### src/hdl/cma_pkg.sv
// shared constants and types of the calibrating moving average
package cma_pkg;

    localparam int SAMPLE_BITS   = 12;
    localparam int DEPTH_DEFAULT = 16;
    localparam int OFFSET_BITS   = 12;
    localparam int AVG_BITS      = 12;
    localparam int FULL_BITS     = 13;
    localparam int S_DATA_BITS   = 16;
    localparam int M_DATA_BITS   = 40;

    typedef enum logic
    {
        KIND_AVERAGE    = 1'b0,
        KIND_CALIBRATED = 1'b1
    } event_kind_t;

endpackage

### src/hdl/calibrating_moving_average_core.sv
// top level of the calibrating moving average
// Takes one 12-bit ADC sample per item on the s_ stream and keeps a boxcar
// average over the last DEPTH samples, rounded half up.
// The first DEPTH-1 items give no result; the DEPTH-th item gives a
// calibration-complete result (tuser = 1) carrying the landed level and the
// full level (landed minus full_offset, 13-bit two's complement). Every later
// item gives an average-update result (tuser = 0) with landed and full zero.
// The user must write full_offset on the cfg_ channel while the block is idle;
// the block does not enforce this. Throughput is one item per clock while
// m_tready is high: the ring memory is read one entry ahead and written once
// per item. Each result is registered by the ring and running sum stage, then
// by the reciprocal multiply stage, whose result register drives m_tvalid.
// When m_tready is low the result register holds and s_tready drops once
// both stages are full; with m_tready high s_tready stays high.
// Reset clears the running sum, write position, calibration flag and
// full_offset; the ring needs no clearing pass since unfilled entries are
// taken as zero until calibration completes.
module calibrating_moving_average_core #(
    parameter int DEPTH = cma_pkg::DEPTH_DEFAULT
) (
    input  logic                             clk,
    input  logic                             rst_n,
    input  logic                             s_tvalid,
    output logic                             s_tready,
    input  logic [cma_pkg::S_DATA_BITS-1:0]  s_tdata,   // sample[11:0], zero pad
    output logic                             m_tvalid,
    input  logic                             m_tready,
    output logic [cma_pkg::M_DATA_BITS-1:0]  m_tdata,   // average, landed_level, full_level, pad
    output logic [0:0]                       m_tuser,   // event_kind
    input  logic                             cfg_valid,
    output logic                             cfg_ready,
    input  logic [cma_pkg::OFFSET_BITS-1:0]  cfg_data   // full_offset
);

    localparam int SUM_W = cma_pkg::SAMPLE_BITS + $clog2(DEPTH);
    localparam int PAD_W = cma_pkg::M_DATA_BITS - 2 * cma_pkg::AVG_BITS - cma_pkg::FULL_BITS;

    logic [cma_pkg::OFFSET_BITS-1:0] offset_reg;
    logic                            mid_valid;
    logic                            mid_ready;
    cma_pkg::event_kind_t            mid_kind;
    logic [SUM_W-1:0]                mid_sum;
    cma_pkg::event_kind_t            res_kind;
    logic [cma_pkg::AVG_BITS-1:0]    res_average;
    logic [cma_pkg::AVG_BITS-1:0]    res_landed;
    logic [cma_pkg::FULL_BITS-1:0]   res_full;

    assign cfg_ready = 1'b1;

    always_ff @(posedge clk or negedge rst_n)
    begin
        if (!rst_n)
        begin
            offset_reg <= '0;
        end
        else if (cfg_valid && cfg_ready)
        begin
            offset_reg <= cfg_data;
        end
    end

    cma_ring #(
        .DEPTH (DEPTH),
        .SUM_W (SUM_W)
    ) u_ring (
        .clk       (clk),
        .rst_n     (rst_n),
        .in_valid  (s_tvalid),
        .in_ready  (s_tready),
        .sample    (s_tdata[cma_pkg::SAMPLE_BITS-1:0]),
        .out_valid (mid_valid),
        .out_ready (mid_ready),
        .out_kind  (mid_kind),
        .out_sum   (mid_sum)
    );

    cma_mean #(
        .DEPTH (DEPTH),
        .SUM_W (SUM_W)
    ) u_mean (
        .clk          (clk),
        .rst_n        (rst_n),
        .in_valid     (mid_valid),
        .in_ready     (mid_ready),
        .in_kind      (mid_kind),
        .in_sum       (mid_sum),
        .full_offset  (offset_reg),
        .out_valid    (m_tvalid),
        .out_ready    (m_tready),
        .out_kind     (res_kind),
        .average      (res_average),
        .landed_level (res_landed),
        .full_level   (res_full)
    );

    assign m_tdata = {PAD_W'(0), res_full, res_landed, res_average};
    assign m_tuser = res_kind;

    a_cal_avg_match: assert property (@(posedge clk) disable iff (!rst_n)
        (m_tvalid && res_kind == cma_pkg::KIND_CALIBRATED) |-> (res_average == res_landed))
        else $error("calibration result average differs from landed level");

    a_update_zero: assert property (@(posedge clk) disable iff (!rst_n)
        (m_tvalid && res_kind == cma_pkg::KIND_AVERAGE) |-> (res_landed == '0 && res_full == '0))
        else $error("average update carries landed or full level");

    a_no_block: assert property (@(posedge clk) disable iff (!rst_n)
        m_tready |-> s_tready)
        else $error("input stalled while output is ready");

endmodule

### src/hdl/cma_ring.sv
// sample ring, running sum and calibration tracking (first stage)
module cma_ring #(
    parameter int DEPTH = cma_pkg::DEPTH_DEFAULT,
    parameter int SUM_W = cma_pkg::SAMPLE_BITS + $clog2(DEPTH)
) (
    input  logic                           clk,
    input  logic                           rst_n,
    input  logic                           in_valid,
    output logic                           in_ready,
    input  logic [cma_pkg::SAMPLE_BITS-1:0] sample,
    output logic                           out_valid,
    input  logic                           out_ready,
    output cma_pkg::event_kind_t           out_kind,
    output logic [SUM_W-1:0]               out_sum
);

    localparam int PW = $clog2(DEPTH);

    logic [cma_pkg::SAMPLE_BITS-1:0] ring_mem [DEPTH];
    logic [cma_pkg::SAMPLE_BITS-1:0] rd_data_reg;
    logic [PW-1:0]                   pos_reg;
    logic [PW-1:0]                   pos_next;
    logic                            calibrated_reg;
    logic [SUM_W-1:0]                sum_reg;
    logic [SUM_W-1:0]                sum_next;
    logic                            valid_reg;
    cma_pkg::event_kind_t            kind_reg;
    logic [cma_pkg::SAMPLE_BITS-1:0] old_sample;
    logic                            accept;
    logic                            last_fill;

    assign in_ready  = !valid_reg || out_ready;
    assign accept    = in_valid && in_ready;
    assign last_fill = (pos_reg == PW'(DEPTH - 1));
    assign pos_next  = last_fill ? '0 : pos_reg + PW'(1);

    // entries not yet written during the first fill read as zero
    assign old_sample = calibrated_reg ? rd_data_reg : '0;
    assign sum_next   = sum_reg - SUM_W'(old_sample) + SUM_W'(sample);

    always_ff @(posedge clk)
    begin
        if (accept)
        begin
            ring_mem[pos_reg] <= sample;
            rd_data_reg       <= ring_mem[pos_next];
        end
    end

    always_ff @(posedge clk or negedge rst_n)
    begin
        if (!rst_n)
        begin
            pos_reg        <= '0;
            calibrated_reg <= 1'b0;
            sum_reg        <= '0;
            valid_reg      <= 1'b0;
            kind_reg       <= cma_pkg::KIND_AVERAGE;
        end
        else if (accept)
        begin
            pos_reg   <= pos_next;
            sum_reg   <= sum_next;
            valid_reg <= calibrated_reg || last_fill;
            kind_reg  <= calibrated_reg ? cma_pkg::KIND_AVERAGE : cma_pkg::KIND_CALIBRATED;
            if (last_fill)
            begin
                calibrated_reg <= 1'b1;
            end
        end
        else if (out_ready)
        begin
            valid_reg <= 1'b0;
        end
    end

    assign out_valid = valid_reg;
    assign out_kind  = kind_reg;
    assign out_sum   = sum_reg;

endmodule

### src/hdl/cma_mean.sv
// rounded mean by reciprocal multiply and result register (second stage)
module cma_mean #(
    parameter int DEPTH = cma_pkg::DEPTH_DEFAULT,
    parameter int SUM_W = cma_pkg::SAMPLE_BITS + $clog2(DEPTH)
) (
    input  logic                             clk,
    input  logic                             rst_n,
    input  logic                             in_valid,
    output logic                             in_ready,
    input  cma_pkg::event_kind_t             in_kind,
    input  logic [SUM_W-1:0]                 in_sum,
    input  logic [cma_pkg::OFFSET_BITS-1:0]  full_offset,
    output logic                             out_valid,
    input  logic                             out_ready,
    output cma_pkg::event_kind_t             out_kind,
    output logic [cma_pkg::AVG_BITS-1:0]     average,
    output logic [cma_pkg::AVG_BITS-1:0]     landed_level,
    output logic [cma_pkg::FULL_BITS-1:0]    full_level
);

    localparam int XW    = SUM_W + 1;
    localparam int SHIFT = XW + $clog2(DEPTH);
    localparam int MW    = XW + 1;
    localparam longint unsigned RECIP = ((64'd1 << SHIFT) + DEPTH - 1) / DEPTH;
    localparam int PRODW = XW + MW;

    logic [XW-1:0]                  rounded;
    logic [PRODW-1:0]               product;
    logic [cma_pkg::AVG_BITS-1:0]   mean;
    logic [cma_pkg::FULL_BITS-1:0]  full_diff;
    logic                           accept;
    logic                           valid_reg;
    cma_pkg::event_kind_t           kind_reg;
    logic [cma_pkg::AVG_BITS-1:0]   avg_reg;
    logic [cma_pkg::AVG_BITS-1:0]   landed_reg;
    logic [cma_pkg::FULL_BITS-1:0]  full_reg;

    assign in_ready  = !valid_reg || out_ready;
    assign accept    = in_valid && in_ready;

    // half up rounding, then divide by depth through the reciprocal
    assign rounded   = XW'(in_sum) + XW'(DEPTH / 2);
    assign product   = PRODW'(rounded) * PRODW'(MW'(RECIP));
    assign mean      = product[SHIFT +: cma_pkg::AVG_BITS];
    assign full_diff = cma_pkg::FULL_BITS'(mean) - cma_pkg::FULL_BITS'(full_offset);

    always_ff @(posedge clk or negedge rst_n)
    begin
        if (!rst_n)
        begin
            valid_reg <= 1'b0;
        end
        else if (accept)
        begin
            valid_reg <= 1'b1;
        end
        else if (out_ready)
        begin
            valid_reg <= 1'b0;
        end
    end

    always_ff @(posedge clk)
    begin
        if (accept)
        begin
            kind_reg <= in_kind;
            avg_reg  <= mean;
            if (in_kind == cma_pkg::KIND_CALIBRATED)
            begin
                landed_reg <= mean;
                full_reg   <= full_diff;
            end
            else
            begin
                landed_reg <= '0;
                full_reg   <= '0;
            end
        end
    end

    assign out_valid    = valid_reg;
    assign out_kind     = kind_reg;
    assign average      = avg_reg;
    assign landed_level = landed_reg;
    assign full_level   = full_reg;

endmodule

### config.mk
export PLATFORM = sky130hd
export DESIGN_NAME = calibrating_moving_average_core
export DESIGN_NICKNAME = d
export VERILOG_FILES = /design/src/hdl/cma_pkg.sv /design/src/hdl/calibrating_moving_average_core.sv /design/src/hdl/cma_ring.sv /design/src/hdl/cma_mean.sv
export SDC_FILE = /design/constraint.sdc
export NUM_CORES = 1
export LEC_CHECK = 0
export BUFFER_PORTS_ARGS = -buffer_cell sky130_fd_sc_hd__buf_2
export CAP_MARGIN = 10
export CORE_UTILIZATION = 55
export DETAILED_ROUTE_END_ITERATION = 10
export GPL_TIMING_DRIVEN = 0
export PLACE_DENSITY = 0.69
export SLEW_MARGIN = 40
export SYNTH_ARGS = -nofsm -noshare
export SYNTH_HDL_FRONTEND = slang
export SYNTH_SLANG_ARGS = --single-unit
### constraint.sdc
create_clock -name clk -period 3.4 [get_ports clk]
set_input_delay 0 -clock clk [delete_from_list [all_inputs] [get_ports clk]]
set_output_delay 0 -clock clk [all_outputs]
set_load 0.05 [all_outputs]
Yosys cells after proc, flatten, opt, wreduce, memory -nomap -nowiden
Memories as Yosys holds them, arrays and structs flattened. A register that Yosys moved wholly into a read port is not among the register bits.
Cells that the tools add are included.
Cells by class
  add/sub/neg operators: 5
  equality and inequality tests: 1
  mux-type cells: 9
  reductions and logical operators: 10
Operator list (count)
  $add A16 B12 Y16: 1
  $add A16 B4 Y16 const B: 1
  $sub A16 B12 Y16: 1
  $sub A12 B12 Y13: 1
  $mux W12: 1
  $mux W1: 7
  $add A4 B1 Y4 const B: 1
  $eq A4 B4 Y1 const B: 1
  $mux W4: 1
  $reduce_bool A2 Y1: 2
  $logic_or A1 B1 Y1: 3
  $logic_and A1 B1 Y1: 2
  $logic_not A1 Y1: 2
  $reduce_and A2 Y1: 1
Storage, ports and cells
  register bits after elaboration: 74
  bits in writable memories: 192
  bits of input ports: 33
  output and inout bits: 44
  logic and storage cells: 37
  memories: 1
Memories
  u_ring.ring_mem: words 16, bits a word 12, rd ports 1, clocked after memory_dff 1, wr ports 1, line cma_ring.sv:19  | logic [cma_pkg::SAMPLE_BITS-1:0] ring_mem [DEPTH];

Logic depth before layout (Yosys ltp)
  depth in word-level cells: 6
  depth in mapped cells: 12

Hierarchy
A second synthesis with hierarchy kept.
Unflattened totals
  cells, all modules: 804
  area, all modules: 12590.8 um^2
Modules (own cells, without submodules)
  cma_ring: instances 1, cells an instance 597, area each 9947.0 um^2, sequential area each 6701.4 um^2
  cma_mean: instances 1, cells an instance 176, area each 2122.0 um^2, sequential area each 1166.1 um^2
  calibrating_moving_average_core: instances 1, cells an instance 31, area each 521.8 um^2, sequential area each 300.3 um^2

Worst setup path before layout
No wires, ideal clock.
  path kind: reg2reg
  from: register u_ring.calibrated_reg
  to: register u_ring.sum_reg[13], in the netlist u_ring.out_sum[13]
  arrival time: 2.806 ns
  path slack: 0.470 ns
  cell stages (with the launch flop): 13
  path buffers: 2
  cells stage by stage: dfrtp_1 clkbuf_1 and2_1 fa_1 inv_1 ha_1 clkbuf_1 a21o_1 or3_1 a21o_1 a211oi_1 nor3_1 o31a_1
Between the ends
  longest elaborated chain between the ends: 3
Ends and longest elaborated chain
  from (decl): line cma_ring.sv:23  | logic calibrated_reg;
  from (signal assigned): line cma_ring.sv:55  | calibrated_reg <= 1'b0;
  from (signal assigned): line cma_ring.sv:68  | calibrated_reg <= 1'b1;
  $mux W12: line cma_ring.sv:38  | assign old_sample = calibrated_reg ? rd_data_reg : '0;
  $sub A16 B12 Y16: line cma_ring.sv:39  | assign sum_next = sum_reg - SUM_W'(old_sample) + SUM_W'(sample);
  $add A16 B12 Y16: line cma_ring.sv:39
  to (signal assigned): line cma_ring.sv:63  | sum_reg <= sum_next;
  to (decl): line cma_ring.sv:24  | logic [SUM_W-1:0] sum_reg;
No other way between the ends.
A chain may end at the register's enable or synchronous reset.

Worst setup path after layout
Same ends and word-level chain as after synthesis.

==> results by stage <==
Synth:
- The register bit total from synthesis is 278.
- The netlist uses 50 different library cells.
- The share of synthesized flip-flops with an asynchronous set or reset is 12.95%.
- The primary flip-flop cell chosen by synthesis mapping is sky130_fd_sc_hd__edfxtp_1.
- Synthesis produced 790 cells.
- Dividing the synthesized area by the synthesized cell count gives 15.71 µm².
- The sequential share of the synthesized area is 65.80%.
- The Yosys step of the flow raised 0 warnings.
- The synthesized design contains 242 enable-type register cells.
- The netlist area before placement is 12410 µm².

Layout:
- u_ring.ring_mem holds more flip-flops than any other register.
- The flip-flop count of the largest register, all copies and words added is 192.
- The final-stage net count is 1008.
- The final antenna diode count is 0.
- The fraction of layout instances using a drive strength above 1 is 20.76%.
- The area growth from synthesis to layout is 17.15%.
- The finished layout holds 1229 standard cells, fillers aside.

CTS:
- The cell at the root of the clock tree is sky130_fd_sc_hd__clkbuf_16.
- The H-tree depth is 1.
- The clock slew seen by the registers of the worst setup and hold paths is 0.06 ns.
- The clock tree from TritonCTS is done.
- The source-to-sink clock delay at the later pin of the worst-skew pair is 0.55 ns.
- After clock tree synthesis, the setup repair step added 0 buffers.
- The number of clock buffers inserted by TritonCTS is 28.
- The clock net sink count is 278.
- In this run the deepest clock path goes through 3 buffers.

Die:
- The die is 152.2 µm wide.
- The standard-cell row count is 54.
- The total die area is 23170 µm².
- The die height is 152.2 µm.
- In this run the standard cell core region covers 21960 µm².
- For this configuration, the core starts out at a cell density of 56.53%.
- The boundary pin count is 77.

Routing:
- The first detailed-routing pass took 9 iterations.
- After detailed routing, the number of remaining DRC violations is 13.
- The aggregate routed wire length is 25.97 mm.
- The detailed-route vias per instance is 5.765.
- Once detail routing completed, the nets flagged for antenna violations numbered 0.
- Dividing the detail-routed wire length by the instance count gives 21.13 µm.
- The iteration-0 DRC count of the detailed router is 580.
- The routed layout has 7085 vias.

Timing:
- Setup violations remaining at the end of the flow were counted as 0.
- The final-report max-slew violation count is 0.
- Final hold analysis gives a worst-case slack of 0.01366 ns.
- The worst path in the final design needs a cycle of 3.255 ns, including I/O delays and setup.
- The transition at the pin with the smallest max-transition slack is 0.8697 ns.
- Timing would allow up to 307.2 MHz.
- The final number of hold-violating endpoints came to 0.
- The worst slew slack as a fraction of its limit is 42.02%.
- The final critical-path share of the clock period is 95.73%.
- On the final layout, the worst clock skew is 0.009670 ns.

Status:
- The run finished, with violations left.
- The final reports fail on DRC.

Worst setup path:
- In this run the worst path has a maximum fanout of 10.
- The setup path with the least slack is of type flop to flop.
- For this design, the slowest cell found on the critical path is sky130_fd_sc_hd__fa_1.
- The data arrival time at the worst-slack endpoint is 3.68 ns.
- The worst setup path is captured at a flop.
- STA classifies the critical path startpoint as a flop.
- The largest single stage delay on the critical path is 0.49 ns.
- The critical path goes through buf_2, and2_1, fa_1, inv_1, ha_1, o21ai_0, nor3_1, a21o_1, a211oi_2, o21a_1, o31a_1.
- Data on the critical path is required at its endpoint by 3.83 ns.

Power and ir drop:
- The power per standard cell area is 1006 nW/µm².
- The internal power of the cells totals 9.162 mW.
- The proportion of power drawn by combinational gates is 45.4%.
- The fraction of power spent switching nets is 37.39%.
- The switching power summed over all nets is 5.471 mW.
- The share of total power in the clock network is 22.2%.
- IR analysis of the VDD net gives a maximum drop of 0.6083 mV.
- In this run the static leakage power is 5.445 nW.
- The total power is 14.63 mW.
- The portion of total power attributed to sequential cells is 32.4%.

Place:
- The total half-perimeter wirelength after legalization and detailed placement is 17.37 mm.
- The placed instance count is 1141.
- The congestion estimate from routability-driven global placement came to 0.9009.
- The number of input and output port buffers inserted is 68.

Global routing:
- The largest net degree at the start of global routing is 37.
- The via count of the first global-routing pass is 7247.
- The initial antenna violation count is 0.
- The overall track demand over capacity in global routing is 22.90%.
- For this run the aggregate overflow at the end of global routing stands at 0.
- The first global-routing pass estimated 40.28 mm of wire.

Flow run:
- Max-cap violations in this run came to 0.

Worst hold path:
- The type of the tightest min-delay check is primary input to flop.
[synthesized netlist by cell type (3+ instances only)]
master,count,area share (%)
sky130_fd_sc_hd__edfxtp_1,242,59
sky130_fd_sc_hd__inv_1,76,2.3
sky130_fd_sc_hd__mux4_2,57,10
sky130_fd_sc_hd__nand2_1,45,1.4
sky130_fd_sc_hd__o21ai_0,41,1.7
sky130_fd_sc_hd__and2_1,40,2.0
sky130_fd_sc_hd__dfrtp_1,36,7.3
sky130_fd_sc_hd__ha_1,35,3.5
sky130_fd_sc_hd__a21oi_1,19,0.77
sky130_fd_sc_hd__clkbuf_1,19,0.57
sky130_fd_sc_hd__xnor2_1,17,1.2
sky130_fd_sc_hd__nor2_1,15,0.45
sky130_fd_sc_hd__fa_1,13,2.1
sky130_fd_sc_hd__nor3_1,13,0.52
sky130_fd_sc_hd__nand3_1,11,0.44
sky130_fd_sc_hd__mux2i_1,10,0.81
sky130_fd_sc_hd__o21a_1,10,0.60
sky130_fd_sc_hd__a21o_1,8,0.48
sky130_fd_sc_hd__and3_1,7,0.35
sky130_fd_sc_hd__nand2b_1,6,0.30
sky130_fd_sc_hd__xor2_1,6,0.42
sky130_fd_sc_hd__nand4_1,5,0.25
sky130_fd_sc_hd__a211oi_1,4,0.24
sky130_fd_sc_hd__a31oi_1,4,0.20
sky130_fd_sc_hd__buf_4,4,0.24
sky130_fd_sc_hd__o311ai_0,4,0.28
sky130_fd_sc_hd__buf_2,3,0.12
sky130_fd_sc_hd__buf_6,3,0.27
sky130_fd_sc_hd__nor2b_1,3,0.15
sky130_fd_sc_hd__nor4_1,3,0.15
sky130_fd_sc_hd__o21bai_1,3,0.18
[stage by stage]
stage | area [µm²] | worst slack, ns | TNS [ns] | util, %
after floorplan | 12420 | 0.4699 | 0 | -
after global placement | 13110 | -0.08007 | -0.1401 | 59.71
after global routing | 14540 | -0.001231 | -0.001231 | 66.22
after CTS | 14500 | 0.03711 | 0 | 66.05
after detailed placement | 13140 | -0.1562 | -0.4420 | 59.86
final | 14540 | 0.1452 | 0 | 66.22
[layout by cell type (no fill, tap or decap), types with 10 or more instances in the layout]
cell / netlist / routed
sky130_fd_sc_hd__a21oi_1: 19 / 19
sky130_fd_sc_hd__nor2_1: 15 / 15
sky130_fd_sc_hd__xnor2_1: 17 / 17
sky130_fd_sc_hd__and2_1: 40 / 39
sky130_fd_sc_hd__buf_2: 3 / 71
sky130_fd_sc_hd__inv_1: 76 / 76
sky130_fd_sc_hd__dfrtp_1: 36 / 35
sky130_fd_sc_hd__ha_1: 35 / 35
sky130_fd_sc_hd__nand3_1: 11 / 11
sky130_fd_sc_hd__o21a_1: 10 / 10
sky130_fd_sc_hd__o21ai_0: 41 / 41
sky130_fd_sc_hd__mux2i_1: 10 / 10
sky130_fd_sc_hd__fa_1: 13 / 13
sky130_fd_sc_hd__clkbuf_1: 19 / 21
sky130_fd_sc_hd__edfxtp_1: 242 / 242
sky130_fd_sc_hd__nand2_1: 45 / 45
sky130_fd_sc_hd__dlygate4sd3_1: 0 / 34
sky130_fd_sc_hd__nor3_1: 13 / 13
sky130_fd_sc_hd__clkbuf_16: 0 / 28
sky130_fd_sc_hd__mux4_2: 57 / 57
[logic make-up after synthesis]
family / count (synthesis) / synth area share [%]
flip-flops: 278 / 65.80
adder cells (fa/ha/maj): 48 / 5.624
XOR/XNOR: 24 / 1.754
AND/OR/NAND/NOR: 156 / 6.501
other: 2 / 0.06050
buffers and inverters: 105 / 3.508
AO/OA/AOI/OAI: 108 / 5.423
multiplexers: 69 / 11.33
[cell type report]
type	count	area [µm²]
Timing Repair Buffer	105	742.0
Clock buffer	37	764.5
Clock inverter	15	226.5
Tap cell	280	350.3
Sequential cell	278	8169
Buffer	29	155.1
Fill cell	1512	7417
Inverter	76	285.3
Multi-Input combinational cell	409	3849
[worst max-delay path: cells and delay by family (launching register included)]
kind | cells | cell delay [ns]
simple gates | 2 | 0.55
compound gates | 5 | 1.00
fa+ha+maj | 2 | 0.86
flops | 1 | 0.47
buf+inv | 2 | 0.25
[what timing repair did]
item,CTS,global route
gates resized for setup,5,8
hold buffers,35,0
setup endpoints to repair,4,9
endpoints found under the hold margin,242,0
[routing by layer]
layer	wire [µm]	track usage [%]	vias to the layer above
met5	0	0	-
met4	854	8.358	0
met1	10300	28.45	3524
li1	-	-	3240
met3	1479	3.840	63
met2	13340	40.55	258
[power by group through the flow]
| stage | sequential (mW) | combinational, mW | clock (mW) |
|---|---|---|---|
| 2_1_floorplan | 5.27 | 4.35 | 0 |
| 3_3_place_gp | 4.79 | 6.19 | 0 |
| 3_5_place_dp | 4.82 | 6.42 | 0 |
| 4_1_cts | 4.75 | 6.54 | 3.30 |
| 5_1_grt | 4.80 | 7.22 | 3.44 |
| 6_report | 4.74 | 6.64 | 3.25 |
[worst paths after layout]
check | startpoint | end | slack (ns) | cells after the start
max in group asynchronous | rst_n | offset_reg[2] | 2.71 | 4
setup reg to reg | u_ring.calibrated_reg | u_ring.out_sum[13] | 0.15 | 11
min in group asynchronous | rst_n | u_ring.out_sum[12] | 0.49 | 4
hold reg to reg | u_ring.out_kind | u_mean.out_kind | 0.45 | 0
setup / recovery | u_ring.calibrated_reg | u_ring.out_sum[13] | 0.15 | 11
hold / removal | cfg_valid | offset_reg[5] | 0.01 | 4
Power figures use the tool's default switching activity.
